**config.mk**
```make
export PLATFORM = sky130hd
export DESIGN_NAME = handshake_three_wire_byte_link_core
export DESIGN_NICKNAME = d
export VERILOG_FILES = /design/src/design/hs3bl_pkg.sv /design/src/design/handshake_three_wire_byte_link_core.sv
export SDC_FILE = /design/constraint.sdc
export NUM_CORES = 1
export LEC_CHECK = 0
export CAP_MARGIN = 10
export CORE_ASPECT_RATIO = 1.75
export CORE_UTILIZATION = 54
export CTS_CLUSTER_DIAMETER = 30
export DETAILED_ROUTE_END_ITERATION = 8
export DONT_BUFFER_PORTS = 1
export HOLD_SLACK_MARGIN = 0.15
export PLACE_DENSITY = 0.72
export SKIP_CTS_REPAIR_TIMING = 1
export SYNTH_ARGS = -nofsm -noshare
export SYNTH_HDL_FRONTEND = slang
export SYNTH_SLANG_ARGS = --single-unit
```
**constraint.sdc**
```tcl
create_clock -name clk -period 3.94 [get_ports clk]
set_input_delay 0.394 -clock clk [delete_from_list [all_inputs] [get_ports clk]]
set_output_delay 0.394 -clock clk [all_outputs]
set_load 0.05 [all_outputs]
```
**src/design/hs3bl_pkg.sv**
```systemverilog
// Shared types and constants for the handshaked three-wire byte link.
// Used by the link core and by its port checker; depends on nothing.

package hs3bl_pkg;

	// Default word length moved per transfer.
	localparam int BITS_PER_WORD_DEF = 8;

	// Configuration register widths and reset values.
	localparam int TMO_W = 24;
	localparam int SETTLE_W = 8;
	localparam logic [TMO_W-1:0] TMO_RST = TMO_W'(500000);
	localparam logic [SETTLE_W-1:0] SETTLE_RST = SETTLE_W'(5);

	// Configuration port geometry.
	localparam int CFG_AW = 3;
	localparam int CFG_DW = 32;

	// Width of the shift register; bits sent past it are zero.
	localparam int SHIFT_W = 8;

	typedef enum logic [0:0] {
		REG_TIMEOUT = 1'b0,
		REG_SETTLE  = 1'b1
	} reg_idx_t;

	typedef enum logic [1:0] {
		REQ_TICK = 2'd0,
		REQ_SEND = 2'd1,
		REQ_RECV = 2'd2
	} req_t;

	typedef enum logic [1:0] {
		ST_OK      = 2'd0,
		ST_TIMEOUT = 2'd1,
		ST_REFUSED = 2'd2
	} status_t;

	typedef enum logic [9:0] {
		PH_IDLE          = 10'b00_0000_0001,
		PH_S_WAIT_SLOW   = 10'b00_0000_0010,
		PH_S_SETTLE_UP   = 10'b00_0000_0100,
		PH_S_WAIT_SHIGH  = 10'b00_0000_1000,
		PH_S_SETTLE_DOWN = 10'b00_0001_0000,
		PH_S_END_SLOW    = 10'b00_0010_0000,
		PH_S_END_SHIGH   = 10'b00_0100_0000,
		PH_R_WAIT_MHIGH  = 10'b00_1000_0000,
		PH_R_WAIT_MLOW   = 10'b01_0000_0000,
		PH_R_END_MHIGH   = 10'b10_0000_0000
	} phase_t;

	// Driven levels and drive enables of the three lines.
	typedef struct packed {
		logic sda_oe;
		logic sda_out;
		logic sclk_oe;
		logic sclk_out;
		logic mclk_oe;
		logic mclk_out;
	} lines_t;

	localparam lines_t LINES_RELEASED = '{
		sda_oe: 1'b0, sda_out: 1'b1,
		sclk_oe: 1'b0, sclk_out: 1'b1,
		mclk_oe: 1'b0, mclk_out: 1'b1
	};

	// One tick as it arrives on the input stream (tuser carries req_type).
	typedef struct packed {
		logic       sda_in;
		logic       sclk_in;
		logic       mclk_in;
		logic [7:0] send_byte;
	} in_t;

	// One result as it leaves on the output stream.
	typedef struct packed {
		logic [7:0] rx_byte;
		status_t    status;
		logic       done_res;
		logic       busy_res;
		lines_t     lines;
	} res_t;

	localparam int IN_W = $bits(in_t);
	localparam int RES_W = $bits(res_t);
	localparam int S_TDATA_W = ((IN_W + 7) / 8) * 8;
	localparam int M_TDATA_W = ((RES_W + 7) / 8) * 8;
	localparam int S_TUSER_W = $bits(req_t);

endpackage

```
**src/design/handshake_three_wire_byte_link_core.sv**
```systemverilog
// Handshaked three-wire byte link: one input transaction per clock tick.
// Each input transaction passes the input register, then the result register, on its way to its result.
// Throughput: one transaction per cycle while results are taken; a stalled result stops intake
// once the input register also holds a transaction.
// Reset (arst_n low, asynchronous): link idle, all lines released, registers at defaults.
// Depends on hs3bl_pkg for types and constants.

module handshake_three_wire_byte_link_core #(
	parameter int BITS_PER_WORD = hs3bl_pkg::BITS_PER_WORD_DEF
) (
	input  logic                            clk,
	input  logic                            arst_n,
	// Input stream. tdata from bit 0: send_byte[7:0], mclk_in, sclk_in, sda_in, zero fill.
	input  logic                            s_tvalid,
	output logic                            s_tready,
	input  logic [hs3bl_pkg::S_TDATA_W-1:0] s_tdata,
	// tuser from bit 0: req_type[1:0].
	input  logic [hs3bl_pkg::S_TUSER_W-1:0] s_tuser,
	// Output stream. tdata from bit 0: mclk_out, mclk_oe, sclk_out, sclk_oe, sda_out,
	// sda_oe, busy_res, done_res, status[1:0], rx_byte[7:0], zero fill.
	output logic                            m_tvalid,
	input  logic                            m_tready,
	output logic [hs3bl_pkg::M_TDATA_W-1:0] m_tdata,
	// Configuration port.
	input  logic                            psel,
	input  logic                            penable,
	input  logic                            pwrite,
	input  logic [hs3bl_pkg::CFG_AW-1:0]    paddr,
	input  logic [hs3bl_pkg::CFG_DW-1:0]    pwdata,
	output logic [hs3bl_pkg::CFG_DW-1:0]    prdata,
	output logic                            pready
);

	// The bit counter has to hold the full word length.
	localparam int BC_W = $clog2(BITS_PER_WORD + 1);

	// ------------------------------------------------------------------
	// Configuration registers. Writes complete in the access cycle; the
	// register index is taken from the word address bit.
	// ------------------------------------------------------------------
	logic [hs3bl_pkg::TMO_W-1:0]    tmo_q;
	logic [hs3bl_pkg::SETTLE_W-1:0] settle_cfg_q;
	logic                           cfg_we;
	hs3bl_pkg::reg_idx_t            cfg_idx;

	assign pready  = 1'b1;
	assign cfg_we  = psel && penable && pwrite && pready;
	assign cfg_idx = hs3bl_pkg::reg_idx_t'(paddr[2]);

	always_ff @(posedge clk or negedge arst_n) begin
		if (!arst_n) begin
			tmo_q        <= hs3bl_pkg::TMO_RST;
			settle_cfg_q <= hs3bl_pkg::SETTLE_RST;
		end else if (cfg_we) begin
			unique case (cfg_idx)
				hs3bl_pkg::REG_TIMEOUT: tmo_q <= pwdata[hs3bl_pkg::TMO_W-1:0];
				hs3bl_pkg::REG_SETTLE:  settle_cfg_q <= pwdata[hs3bl_pkg::SETTLE_W-1:0];
			endcase
		end
	end

	always_comb begin
		unique case (cfg_idx)
			hs3bl_pkg::REG_TIMEOUT:
				prdata = hs3bl_pkg::CFG_DW'(tmo_q);
			hs3bl_pkg::REG_SETTLE:
				prdata = hs3bl_pkg::CFG_DW'(settle_cfg_q);
		endcase
	end

	// ------------------------------------------------------------------
	// Input register. It accepts a new transaction whenever it is empty
	// or its current content moves on into the result register in the
	// same cycle, so intake never waits for the link state machine.
	// ------------------------------------------------------------------
	logic               vld_s1;
	hs3bl_pkg::in_t     in_s1;
	logic [1:0]         req_s1;
	logic               out_vld_q;
	hs3bl_pkg::res_t    res_q;
	logic               adv;
	logic               fire;

	assign adv      = !out_vld_q || m_tready;
	assign fire     = vld_s1 && adv;
	assign s_tready = !vld_s1 || adv;

	always_ff @(posedge clk or negedge arst_n) begin
		if (!arst_n) begin
			vld_s1 <= 1'b0;
		end else if (s_tvalid && s_tready) begin
			vld_s1 <= 1'b1;
		end else if (adv) begin
			vld_s1 <= 1'b0;
		end
	end

	always_ff @(posedge clk) begin
		if (s_tvalid && s_tready) begin
			in_s1  <= hs3bl_pkg::in_t'(s_tdata[hs3bl_pkg::IN_W-1:0]);
			req_s1 <= s_tuser;
		end
	end

	// ------------------------------------------------------------------
	// Link state. Every tick in the input register is applied to this
	// state in the cycle it moves to the result register.
	// ------------------------------------------------------------------
	hs3bl_pkg::phase_t              phase_q, phase_d;
	logic [BC_W-1:0]                bc_q, bc_d;
	logic [hs3bl_pkg::SHIFT_W-1:0]  shift_q, shift_d;
	logic [hs3bl_pkg::TMO_W-1:0]    wait_q, wait_d;
	logic [hs3bl_pkg::SETTLE_W-1:0] settle_q, settle_d;
	hs3bl_pkg::lines_t              lines_q, lines_d;
	hs3bl_pkg::res_t                res_d;

	logic is_wait;
	logic cond;
	logic mclk;
	logic sclk;

	assign mclk = in_s1.mclk_in;
	assign sclk = in_s1.sclk_in;

	// Which phases wait on a partner edge, and what each one waits for.
	always_comb begin
		is_wait = 1'b1;
		cond    = 1'b0;
		unique case (phase_q)
			hs3bl_pkg::PH_S_WAIT_SLOW,
			hs3bl_pkg::PH_S_END_SLOW:   cond = !sclk;
			hs3bl_pkg::PH_S_WAIT_SHIGH,
			hs3bl_pkg::PH_S_END_SHIGH:  cond = sclk;
			hs3bl_pkg::PH_R_WAIT_MHIGH,
			hs3bl_pkg::PH_R_END_MHIGH:  cond = mclk;
			hs3bl_pkg::PH_R_WAIT_MLOW:  cond = !mclk;
			default:                    is_wait = 1'b0;
		endcase
	end

	always_comb begin
		phase_d  = phase_q;
		bc_d     = bc_q;
		shift_d  = shift_q;
		wait_d   = wait_q;
		settle_d = settle_q;
		lines_d  = lines_q;
		res_d    = '0;
		res_d.status = hs3bl_pkg::ST_OK;

		unique case (phase_q)
			hs3bl_pkg::PH_IDLE: begin
				case (req_s1)
					hs3bl_pkg::REQ_SEND: begin
						if (!mclk) begin
							res_d.done_res = 1'b1;
							res_d.status   = hs3bl_pkg::ST_REFUSED;
						end else begin
							lines_d.mclk_oe  = 1'b1;
							lines_d.sda_oe   = 1'b1;
							lines_d.mclk_out = 1'b0;
							shift_d = in_s1.send_byte;
							bc_d    = BC_W'(BITS_PER_WORD);
							wait_d  = tmo_q;
							phase_d = hs3bl_pkg::PH_S_WAIT_SLOW;
						end
					end
					hs3bl_pkg::REQ_RECV: begin
						if (mclk) begin
							res_d.done_res = 1'b1;
							res_d.status   = hs3bl_pkg::ST_REFUSED;
						end else begin
							lines_d.sclk_oe  = 1'b1;
							lines_d.sclk_out = 1'b0;
							shift_d = '0;
							bc_d    = BC_W'(BITS_PER_WORD);
							wait_d  = tmo_q;
							phase_d = hs3bl_pkg::PH_R_WAIT_MHIGH;
						end
					end
					default: begin
						// Plain tick: nothing to start.
					end
				endcase
			end
			hs3bl_pkg::PH_S_WAIT_SLOW: begin
				if (cond) begin
					lines_d.sda_out = shift_q[0];
					settle_d = settle_cfg_q;
					phase_d  = hs3bl_pkg::PH_S_SETTLE_UP;
				end
			end
			hs3bl_pkg::PH_S_SETTLE_UP: begin
				if (settle_q == '0) begin
					lines_d.mclk_out = 1'b1;
					shift_d = shift_q >> 1;
					if (bc_q != '0) begin
						bc_d = bc_q - BC_W'(1);
					end
					wait_d  = tmo_q;
					phase_d = hs3bl_pkg::PH_S_WAIT_SHIGH;
				end else begin
					settle_d = settle_q - hs3bl_pkg::SETTLE_W'(1);
				end
			end
			hs3bl_pkg::PH_S_WAIT_SHIGH: begin
				if (cond) begin
					settle_d = settle_cfg_q;
					phase_d  = hs3bl_pkg::PH_S_SETTLE_DOWN;
				end
			end
			hs3bl_pkg::PH_S_SETTLE_DOWN: begin
				if (settle_q == '0) begin
					lines_d.mclk_out = 1'b0;
					wait_d  = tmo_q;
					phase_d = (bc_q == '0) ? hs3bl_pkg::PH_S_END_SLOW
					                       : hs3bl_pkg::PH_S_WAIT_SLOW;
				end else begin
					settle_d = settle_q - hs3bl_pkg::SETTLE_W'(1);
				end
			end
			hs3bl_pkg::PH_S_END_SLOW: begin
				if (cond) begin
					lines_d.mclk_out = 1'b1;
					lines_d.mclk_oe  = 1'b0;
					wait_d  = tmo_q;
					phase_d = hs3bl_pkg::PH_S_END_SHIGH;
				end
			end
			hs3bl_pkg::PH_S_END_SHIGH: begin
				if (cond) begin
					lines_d.sda_oe = 1'b0;
					res_d.done_res = 1'b1;
					phase_d = hs3bl_pkg::PH_IDLE;
				end
			end
			hs3bl_pkg::PH_R_WAIT_MHIGH: begin
				if (cond) begin
					shift_d = {in_s1.sda_in, shift_q[hs3bl_pkg::SHIFT_W-1:1]};
					lines_d.sclk_out = 1'b1;
					wait_d  = tmo_q;
					phase_d = hs3bl_pkg::PH_R_WAIT_MLOW;
				end
			end
			hs3bl_pkg::PH_R_WAIT_MLOW: begin
				if (cond) begin
					lines_d.sclk_out = 1'b0;
					if (bc_q != '0) begin
						bc_d = bc_q - BC_W'(1);
					end
					wait_d  = tmo_q;
					phase_d = (bc_d == '0) ? hs3bl_pkg::PH_R_END_MHIGH
					                       : hs3bl_pkg::PH_R_WAIT_MHIGH;
				end
			end
			hs3bl_pkg::PH_R_END_MHIGH: begin
				if (cond) begin
					lines_d.sclk_out = 1'b1;
					lines_d.sclk_oe  = 1'b0;
					res_d.rx_byte  = shift_q;
					res_d.done_res = 1'b1;
					phase_d = hs3bl_pkg::PH_IDLE;
				end
			end
			default: begin
				phase_d = hs3bl_pkg::PH_IDLE;
			end
		endcase

		// Unmet wait: count down, and abort once the budget is spent.
		// A limit of zero behaves like one because both end on the first miss.
		if (is_wait && !cond) begin
			if (wait_q[hs3bl_pkg::TMO_W-1:1] == '0) begin
				wait_d         = '0;
				lines_d        = hs3bl_pkg::LINES_RELEASED;
				res_d.done_res = 1'b1;
				res_d.status   = hs3bl_pkg::ST_TIMEOUT;
				phase_d        = hs3bl_pkg::PH_IDLE;
			end else begin
				wait_d = wait_q - hs3bl_pkg::TMO_W'(1);
			end
		end

		res_d.lines    = lines_d;
		res_d.busy_res = (phase_d != hs3bl_pkg::PH_IDLE);
	end

	always_ff @(posedge clk or negedge arst_n) begin
		if (!arst_n) begin
			phase_q  <= hs3bl_pkg::PH_IDLE;
			bc_q     <= '0;
			shift_q  <= '0;
			wait_q   <= '0;
			settle_q <= '0;
			lines_q  <= hs3bl_pkg::LINES_RELEASED;
		end else if (fire) begin
			phase_q  <= phase_d;
			bc_q     <= bc_d;
			shift_q  <= shift_d;
			wait_q   <= wait_d;
			settle_q <= settle_d;
			lines_q  <= lines_d;
		end
	end

	// ------------------------------------------------------------------
	// Result register. It holds a result until the consumer takes it.
	// ------------------------------------------------------------------
	always_ff @(posedge clk or negedge arst_n) begin
		if (!arst_n) begin
			out_vld_q <= 1'b0;
		end else if (fire) begin
			out_vld_q <= 1'b1;
		end else if (m_tready) begin
			out_vld_q <= 1'b0;
		end
	end

	always_ff @(posedge clk) begin
		if (fire) begin
			res_q <= res_d;
		end
	end

	assign m_tvalid = out_vld_q;
	assign m_tdata  = hs3bl_pkg::M_TDATA_W'(res_q);

endmodule

```
Word-level counts from Yosys, hierarchy flattened

Cells that the tools add are included.

Input port bits: 60
Word-level logic and storage cells: 177
Output and inout port bits: 59
Flip-flop bits (word level): 125

Mux-type cells: 79
Equality and inequality tests: 26
Bitwise logic cells: 1
Add/sub/neg operators: 3
Reduce and logical (&&, ||, !) cells: 38

Operators with widths:

| cell                  | count |
|---|---|
| $mux 24               | 6 |
| $mux 10               | 13 |
| $pmux 10 s9           | 1 |
| $pmux 24 s3           | 1 |
| $pmux 32 s2           | 1 |
| $mux 8                | 6 |
| $pmux 24 s2           | 1 |
| $pmux 8 s2            | 2 |
| $mux 4                | 7 |
| $pmux 8 s3            | 1 |
| $sub 24x1->24 const B | 1 |
| $logic_not 23->1      | 1 |
| $reduce_and 7->1      | 3 |
| $pmux 10 s2           | 1 |
| $mux 6                | 3 |
| $mux 1                | 15 |
| $mux 2                | 7 |
| $mux 3                | 4 |
| $pmux 1 s4            | 3 |
| $pmux 4 s3            | 1 |
| $reduce_or 2->1       | 6 |
| $eq 10x1->1 const B   | 1 |
| $eq 10x10->1 const B  | 1 |
| $eq 10x2->1 const B   | 1 |
| 34 further kinds      | 60 |

Logic depth before layout (Yosys ltp)

Gate-level depths: netlist (run 1).

Word-level depth: 12
Mapped depth: 11
Mapped depth without buffers: 9

Worst setup path after synthesis (run 1)

OpenSTA, ideal clock, no wires.

Path type: flip-flop to flip-flop
Start point: reg phase_q[3]
End point: reg res_q (netlist bit m_tdata[6]), data pin
Library setup time: 0.276 ns
Required time: 3.664 ns
Cell stages (with the launch flop): 11
Buffers on the path: 3
Arrival: 2.612 ns
Period minus slack after synthesis: 2.887 ns
Slack: 1.053 ns
Cells stage by stage: dfrtp_1 > buf_6 > or4_1 > buf_2 > or4_4 > a21oi_4 > or3_1 > buf_6 > o21ai_2 > a222oi_1 > a31oi_1

RTL lines:

| item                   | line                                       | source |
|---|---|---|
| from (decl)            | handshake_three_wire_byte_link_core.sv:109 | `hs3bl_pkg::phase_t phase_q, phase_d;` |
| from (signal assigned) | handshake_three_wire_byte_link_core.sv:290 | `phase_q <= hs3bl_pkg::PH_IDLE;` |
| from (signal assigned) | handshake_three_wire_byte_link_core.sv:297 | `phase_q <= phase_d;` |
| to (signal assigned)   | handshake_three_wire_byte_link_core.sv:321 | `res_q <= res_d;` |
| to (decl)              | handshake_three_wire_byte_link_core.sv:80  | `hs3bl_pkg::res_t res_q;` |

Final worst setup path (run 1)

Start point: reg phase_q[3]
End point: reg wait_q[7] (netlist name)

Word-level cells in the longest chain between the ends: 7
Elaborated cells between the ends (all ways): 29
Classes of those cells: 15 x eq/ne; 4 x mux; 10 x reduce/logical

RTL lines:

| item                                               | line                                       | source |
|---|---|---|
| $eq 10x10->1, or another cell as far along         | handshake_three_wire_byte_link_core.sv:129 | `unique case (phase_q)` |
| $reduce_or 2->1                                    | --                                         |  |
| $pmux 1 s4                                         | handshake_three_wire_byte_link_core.sv:129 |  |
| $logic_not 1->1                                    | handshake_three_wire_byte_link_core.sv:272 | `if (is_wait && !cond) begin` |
| $logic_and 1x1->1                                  | handshake_three_wire_byte_link_core.sv:272 |  |
| $ne 4x2->1 (no line), or another cell as far along | --                                         |  |
| $reduce_and 7->1 (no line)                         | --                                         |  |
| to (signal assigned)                               | handshake_three_wire_byte_link_core.sv:300 | `wait_q <= wait_d;` |
| to (decl)                                          | handshake_three_wire_byte_link_core.sv:112 | `logic [hs3bl_pkg::TMO_W-1:0] wait_q, wait_d;` |

Several ways; a longest one is shown, not always the timed one.
A chain may end at the register's enable or synchronous reset.

==> impl_metrics.py, run 1 <==
metrics = {
    "run_status": {
        "status": "finished clean",
    },
    "yosys": {
        "synthCells": 691,
        "synth_area_leaders": "dfrtp_1 29%, edfxtp_1 14%, mux2_2 6.7%, dfstp_2 5.0%, a21oi_1 4.9%",
        "seq_area_frac_synth": 0.479,
        "synth-edff-count": 31,
        "muxShareOfSynthArea": 0.0699,
        "synthSimpleGateAreaFrac": 0.199,
        "synth_compound_gate_area_share": 0.178,
        "synth_cell_types": 70,
        "synth_area_per_cell_um2": 9.98,
        "ys_ff_latch": 125,
        "mappedNetlistArea_um2": 6890,
        "synthArstFlopShare": 0.752,
        "synthFlopType": "dfrtp_1",
        "synth_top_cell_area_share": 0.294,
        "synth_top_area_cell": "dfrtp_1",
        "synth_top_family_by_area": "simple AND/OR/NAND/NOR gates",
        "synthXorXnorAreaFrac": 0.00762,
        "synthAdderAreaFrac": 0.0109,
        "ys_warn_count": 0,
    },
    "floorplanning": {
        "die-area_um2": 13200,
        "rows": 54,
        "die_w_um": 87.4,
        "ios": 119,
        "die-height_um": 151,
        "start_util": 0.554,
        "core-area_um2": 12400,
    },
    "global_route": {
        "grt_usage": 0.270,
        "antenna_found_initial": 0,
        "globalRouteOverflowTotal": 0,
        "grt_pass1_wl_um": 27200,
        "grt_pass1_vias": 5507,
        "grt_max_degree": 95,
    },
    "sta": {
        "slew_viol_final": 0,
        "setup_viol": 0,
        "min_period_ns": 3.47,
        "fmax_ghz": 0.289,
        "rsz0062_at_grt": "false",
        "slew-limit-headroom": 0.239,
        "tightest_slew_ns": 1.13,
        "finalClockSkew_ns": 0.0144,
        "post-route-period-util": 0.880,
        "timing_hold_violations_final": 0,
        "setup_tns_ns": 0,
    },
    "worst_setup_path": {
        "crit_end": "wait_q[7]",
        "rr_endpoint": "wait_q[7]",
        "critPathBufInv": 1,
        "critical-path-max-stage-delay_ns": 0.69,
        "critPathMaxFanout": 40,
        "crit_type": "flop to flop",
        "end_kind": "flop",
        "cp_slowest_cell": "or4_1",
        "crit_start": "phase_q[3]",
        "r2r_slack_ns": 0.47,
        "regToRegStartpoint": "phase_q[3]",
        "worstPathArrival_ns": 3.78,
        "critPathRequiredTime_ns": 4.25,
        "path_cells": "or4_1 -> nor4b_2 -> nor4_1 -> or3_1 -> buf_12 -> nor2_4 -> a32oi_1 -> o22ai_1",
        "cp_top_family": "simple AND/OR/NAND/NOR gates",
        "cp.depth": 8,
        "start_kind": "flop",
        "worstRegToRegCells": 8,
    },
    "layout": {
        "drive_gt1_frac": 0.171,
        "seqCellArea_um2": 3300,
        "fin_nets": 794,
        "finalCoreUtilization": 0.645,
        "multi_input_area_um2": 3260,
        "fillers": 1001,
        "design_area_um2": 8020,
        "area_growth_pct": 16.3,
        "n_antenna_cell": 0,
    },
    "power": {
        "ir_drop_uv": 569,
        "total_power_mw": 5.38,
        "p_per_area_nw_per_um2": 671,
        "leakage_nw": 3.18,
    },
    "clock_tree": {
        "clkSlewWorstSetupHoldPaths_ns": 0.06,
        "root_buffer": "clkbuf_16",
        "clkLatencyLatePin_ns": 0.42,
        "htreeDepth": 4,
        "cts_max_path_buffers": 2,
        "cts_tree": "done",
        "numCtsBuffers": 17,
        "clock_sinks": 125,
    },
    "worst_hold_path": {
        "hold_class": "input pin to flop",
        "hold_path_depth": 2,
    },
    "route": {
        "wl_per_cell_um": 19.1,
        "drt_first_pass_iters": 5,
        "routed_wl_um": 17400,
        "vias": 5617,
        "drt-vias-per-instance": 6.18,
        "ant_nets": 0,
        "remaining_drc_errors": 0,
        "drtIter0Drc": 324,
    },
    "placed_design": {
        "place_area_um2": 6990,
        "io_buffers": 0,
        "dp_hpwl_um": 11900,
        "routabilityCongestion": 0.930,
    },
    "flow_run": {
        "cap_viol_max_count": 0,
    },
}
-- Yosys cell counts, types with 12 or more instances --
cell type  number
nor4_1         13
dfstp_2        13
clkbuf_1       15
nor2_1         54
buf_4          19
dfrtp_1        81
and2_1         12
mux2_2         41
a21oi_1        68
nor3_1         18
inv_1          21
edfxtp_1       31
nand3_1        12
o21ai_0        47
nor2b_1        23
nand2b_1       12
nand2_1        38
-- placed cells by master, fill, tap and decap left out, types with 13 or more instances in the layout --
| master | count |
|---|---|
| nand2_1 | 38 |
| o21ai_0 | 47 |
| buf_4 | 15 |
| mux2_2 | 41 |
| dfrtp_1 | 81 |
| clkbuf_16 | 17 |
| inv_1 | 21 |
| a21oi_1 | 68 |
| nor3_1 | 18 |
| nor4_1 | 13 |
| nor2b_1 | 23 |
| conb_1 | 15 |
| dfstp_2 | 13 |
| dlygate4sd3_1 | 39 |
| edfxtp_1 | 31 |
| nor2_1 | 54 |
-- report_power, final --
part           internal (mW)  switching (mW)
logic                  0.612            1.03
clock network           1.01           0.606
registers               1.72           0.410
-- sequential cells by signal, indices dropped and copies added (netlist names), 4 cells and up --
signal / count
in_s1: 9
lines_q: 6
settle_q: 8
shift_q: 8
m_tdata: 18
bc_q: 4
phase_q: 10
wait_q: 24
tmo_q: 24
settle_cfg_q: 8
-- worst min-delay path by stage --
stage              from    endpoint  slack [ns]
2_1_floorplan    arst_n     bc_q[0]         0.1
3_3_place_gp     arst_n  shift_q[3]        0.10
3_5_place_dp     arst_n  shift_q[5]        0.10
4_1_cts          arst_n  shift_q[5]       -0.34
5_1_grt        m_tready    m_tvalid        0.20
6_report       m_tready    m_tvalid        0.19
-- stage by stage --
| step | instances | worst slack [ns] | hold slack, ns |
|---|---|---|---|
| after floorplan | 704 | 1.05 | 0.0984 |
| after global placement | 837 | 0.523 | 0.101 |
| after detailed placement | 837 | 0.567 | 0.101 |
| after CTS | 869 | 0.519 | -0.342 |
| after global routing | 909 | 0.372 | 0.204 |
| final | 909 | 0.475 | 0.192 |
-- metal layers --
metal	vias up	part of all wire	GRT usage
met5	-	0	0
met4	0	0.047	0.170
met3	62	0.036	0.0466
met2	206	0.55	0.490
met1	2747	0.37	0.284
li1	2602	-	-
-- cells by family after synthesis --
group                    Yosys count
AND/OR/NAND/NOR                  242
adder cells (fa/ha/maj)            6
other                              2
multiplexers                      43
flip-flops                       125
XOR/XNOR                           6
buffers and inverters             72
AO/OA/AOI/OAI                    195
-- layout make-up --
type,count,share of cell area
clock buffers,18,0.0535
clock inverters,14,0.0228
inverters,21,0.00983
multi-input cells,507,0.407
flip-flops and latches,125,0.412
well taps,168,0.0262
repair buffers,56,0.0687
No activity file was read; power rests on OpenSTA's default activity.
==> run 2: changes to the inputs <==
--- a/constraint.sdc
+++ b/constraint.sdc
@@ -3,2 +3,2 @@
 set_output_delay 0.394 -clock clk [all_outputs]
-set_load 0.05 [all_outputs]
+set_load 0.02 [all_outputs]
==> run 2 against run 1 <==
Die area unchanged. Sequential cell count stayed put. Register-to-register slack better by 0.02 ns. Via count fell by 0.27%. Clock skew decreased by 0.0052 ns. Sequential power down 3%. Utilization decreased by 0.57 points. Sequential share of layout area increased by 0.37 points. Largest power group unchanged.
==> impl_metrics.py, run 2 (synthesis results as in run 1) <==
metrics = {
    "worst_setup_path": {
        "critPathMaxFanout": 40,
        "worstRegToRegCells": 8,
        "start_kind": "flop",
        "worstPathArrival_ns": 3.77,
        "end_kind": "flop",
        "critPathRequiredTime_ns": 4.26,
        "r2r_slack_ns": 0.50,
        "crit_start": "phase_q[3]",
        "crit_type": "flop to flop",
        "regToRegStartpoint": "phase_q[3]",
        "rr_endpoint": "wait_q[7]",
        "crit_end": "wait_q[7]",
    },
    "route": {
        "remaining_drc_errors": 0,
        "routed_wl_um": 17400,
        "wl_per_cell_um": 19.2,
        "drtIter0Drc": 421,
        "ant_nets": 0,
        "drt-vias-per-instance": 6.17,
        "drt_first_pass_iters": 7,
        "vias": 5602,
    },
    "global_route": {
        "grt_usage": 0.271,
        "grt_pass1_vias": 5434,
        "grt_pass1_wl_um": 27200,
        "antenna_found_initial": 0,
        "grt_max_degree": 95,
        "globalRouteOverflowTotal": 0,
    },
    "clock_tree": {
        "cts_tree": "done",
        "clkSlewWorstSetupHoldPaths_ns": 0.06,
        "clock_sinks": 125,
        "cts_max_path_buffers": 2,
        "clkLatencyLatePin_ns": 0.42,
        "numCtsBuffers": 17,
        "htreeDepth": 4,
        "root_buffer": "clkbuf_16",
    },
    "floorplanning": {
        "start_util": 0.554,
        "die-area_um2": 13200,
        "core-area_um2": 12400,
        "ios": 119,
        "die-height_um": 151,
        "rows": 54,
        "die_w_um": 87.4,
    },
    "sta": {
        "setup_tns_ns": 0,
        "min_period_ns": 3.44,
        "fmax_ghz": 0.290,
        "timing_hold_violations_final": 0,
        "setup_viol": 0,
        "slew-limit-headroom": 0.244,
        "tightest_slew_ns": 1.12,
        "rsz0062_at_grt": "false",
        "slew_viol_final": 0,
        "finalClockSkew_ns": 0.00918,
        "post-route-period-util": 0.874,
    },
    "power": {
        "total_power_mw": 5.03,
        "p_clk_frac": 0.289,
        "pwr-share-comb": 0.299,
        "p_per_area_nw_per_um2": 634,
        "ir_drop_uv": 353,
        "leakage_nw": 3.16,
        "switching_share": 0.373,
        "switchingPower_mw": 1.88,
        "internal-power_mw": 3.15,
        "seq_power_share": 0.411,
    },
    "layout": {
        "design_area_um2": 7940,
        "area_growth_pct": 15.2,
        "drive_gt1_frac": 0.172,
        "final_cell_mix": "81 x dfrtp_1, 68 x a21oi_1, 54 x nor2_1",
        "fin_nets": 793,
        "final_common_cell": "dfrtp_1",
        "n_antenna_cell": 0,
    },
    "placed_design": {
        "place_area_um2": 6980,
        "io_buffers": 0,
        "routabilityCongestion": 0.926,
        "dp_hpwl_um": 11800,
    },
    "flow_run": {
        "cap_viol_max_count": 0,
    },
    "run_status": {
        "status": "finished clean",
    },
    "worst_hold_path": {
        "hold_class": "input pin to flop",
    },
}
-- run 2: changes by cell type in the layout (fill, tap and decap cells not counted) --
cell and delta:
bufinv_16 -3, clkbuf_1 -1, inv_6 +1, clkinv_2 +3, buf_4 -1, clkbuf_8 +1
clkinvlp_4 -1
-- run 2: worst max-delay path: stages, from the launching register on --
cell     delay (ns)
dfrtp_1        0.48
or4_1          0.69
nor4b_2        0.51
nor4_1         0.24
or3_1          0.44
buf_12         0.21
nor2_4         0.36
a32oi_1        0.21
o22ai_1        0.20
-- run 2: area by class of cell --
type	instances	area [um^2]
clock buffers	18	439
clock inverters	14	109
repair buffers	55	543
inverters	21	78.8
well taps	168	210
flip-flops and latches	125	3300
fillers	1007	4490
multi-input cells	507	3260
-- run 2: power groups by stage --
stage | Clock [mW] | Combinational [mW] | Sequential, mW
3_5_place_dp | 0 | 1.43 | 2.07
6_report | 1.46 | 1.51 | 2.07
3_3_place_gp | 0 | 1.38 | 2.06
4_1_cts | 1.47 | 1.44 | 2.06
2_1_floorplan | 0 | 1.17 | 1.97
5_1_grt | 1.52 | 1.68 | 2.11
-- run 2: per-stage QoR --
step | hold slack [ns] | util | std cells | worst slack, ns
after detailed placement | 0.102 | 0.561 | 836 | 0.567
after global routing | 0.189 | 0.639 | 908 | 0.323
after floorplan | 0.0984 | - | 704 | 1.05
final | 0.172 | 0.639 | 908 | 0.495
after global placement | 0.101 | 0.561 | 836 | 0.539
after CTS | -0.338 | 0.605 | 868 | 0.531
-- run 2: worst min path at each step --
stage / startpoint / endpoint / slack [ns] / depth (start not counted)
after global placement: arst_n / shift_q[3] / 0.10 / 0
after global routing: m_tready / m_tvalid / 0.19 / 2
after floorplan: arst_n / bc_q[0] / 0.1 / 0
final: m_tready / m_tvalid / 0.17 / 2
after detailed placement: arst_n / shift_q[3] / 0.10 / 0
after CTS: arst_n / shift_q[4] / -0.34 / 0
-- run 2: metal layers --
metal | up-vias | global-route usage | wire length, um
li1 | 2605 | - | -
met1 | 2743 | 0.295 | 6470
met2 | 209 | 0.495 | 9620
met3 | 45 | 0.0520 | 729
met4 | 0 | 0.129 | 595
met5 | - | 0 | 0
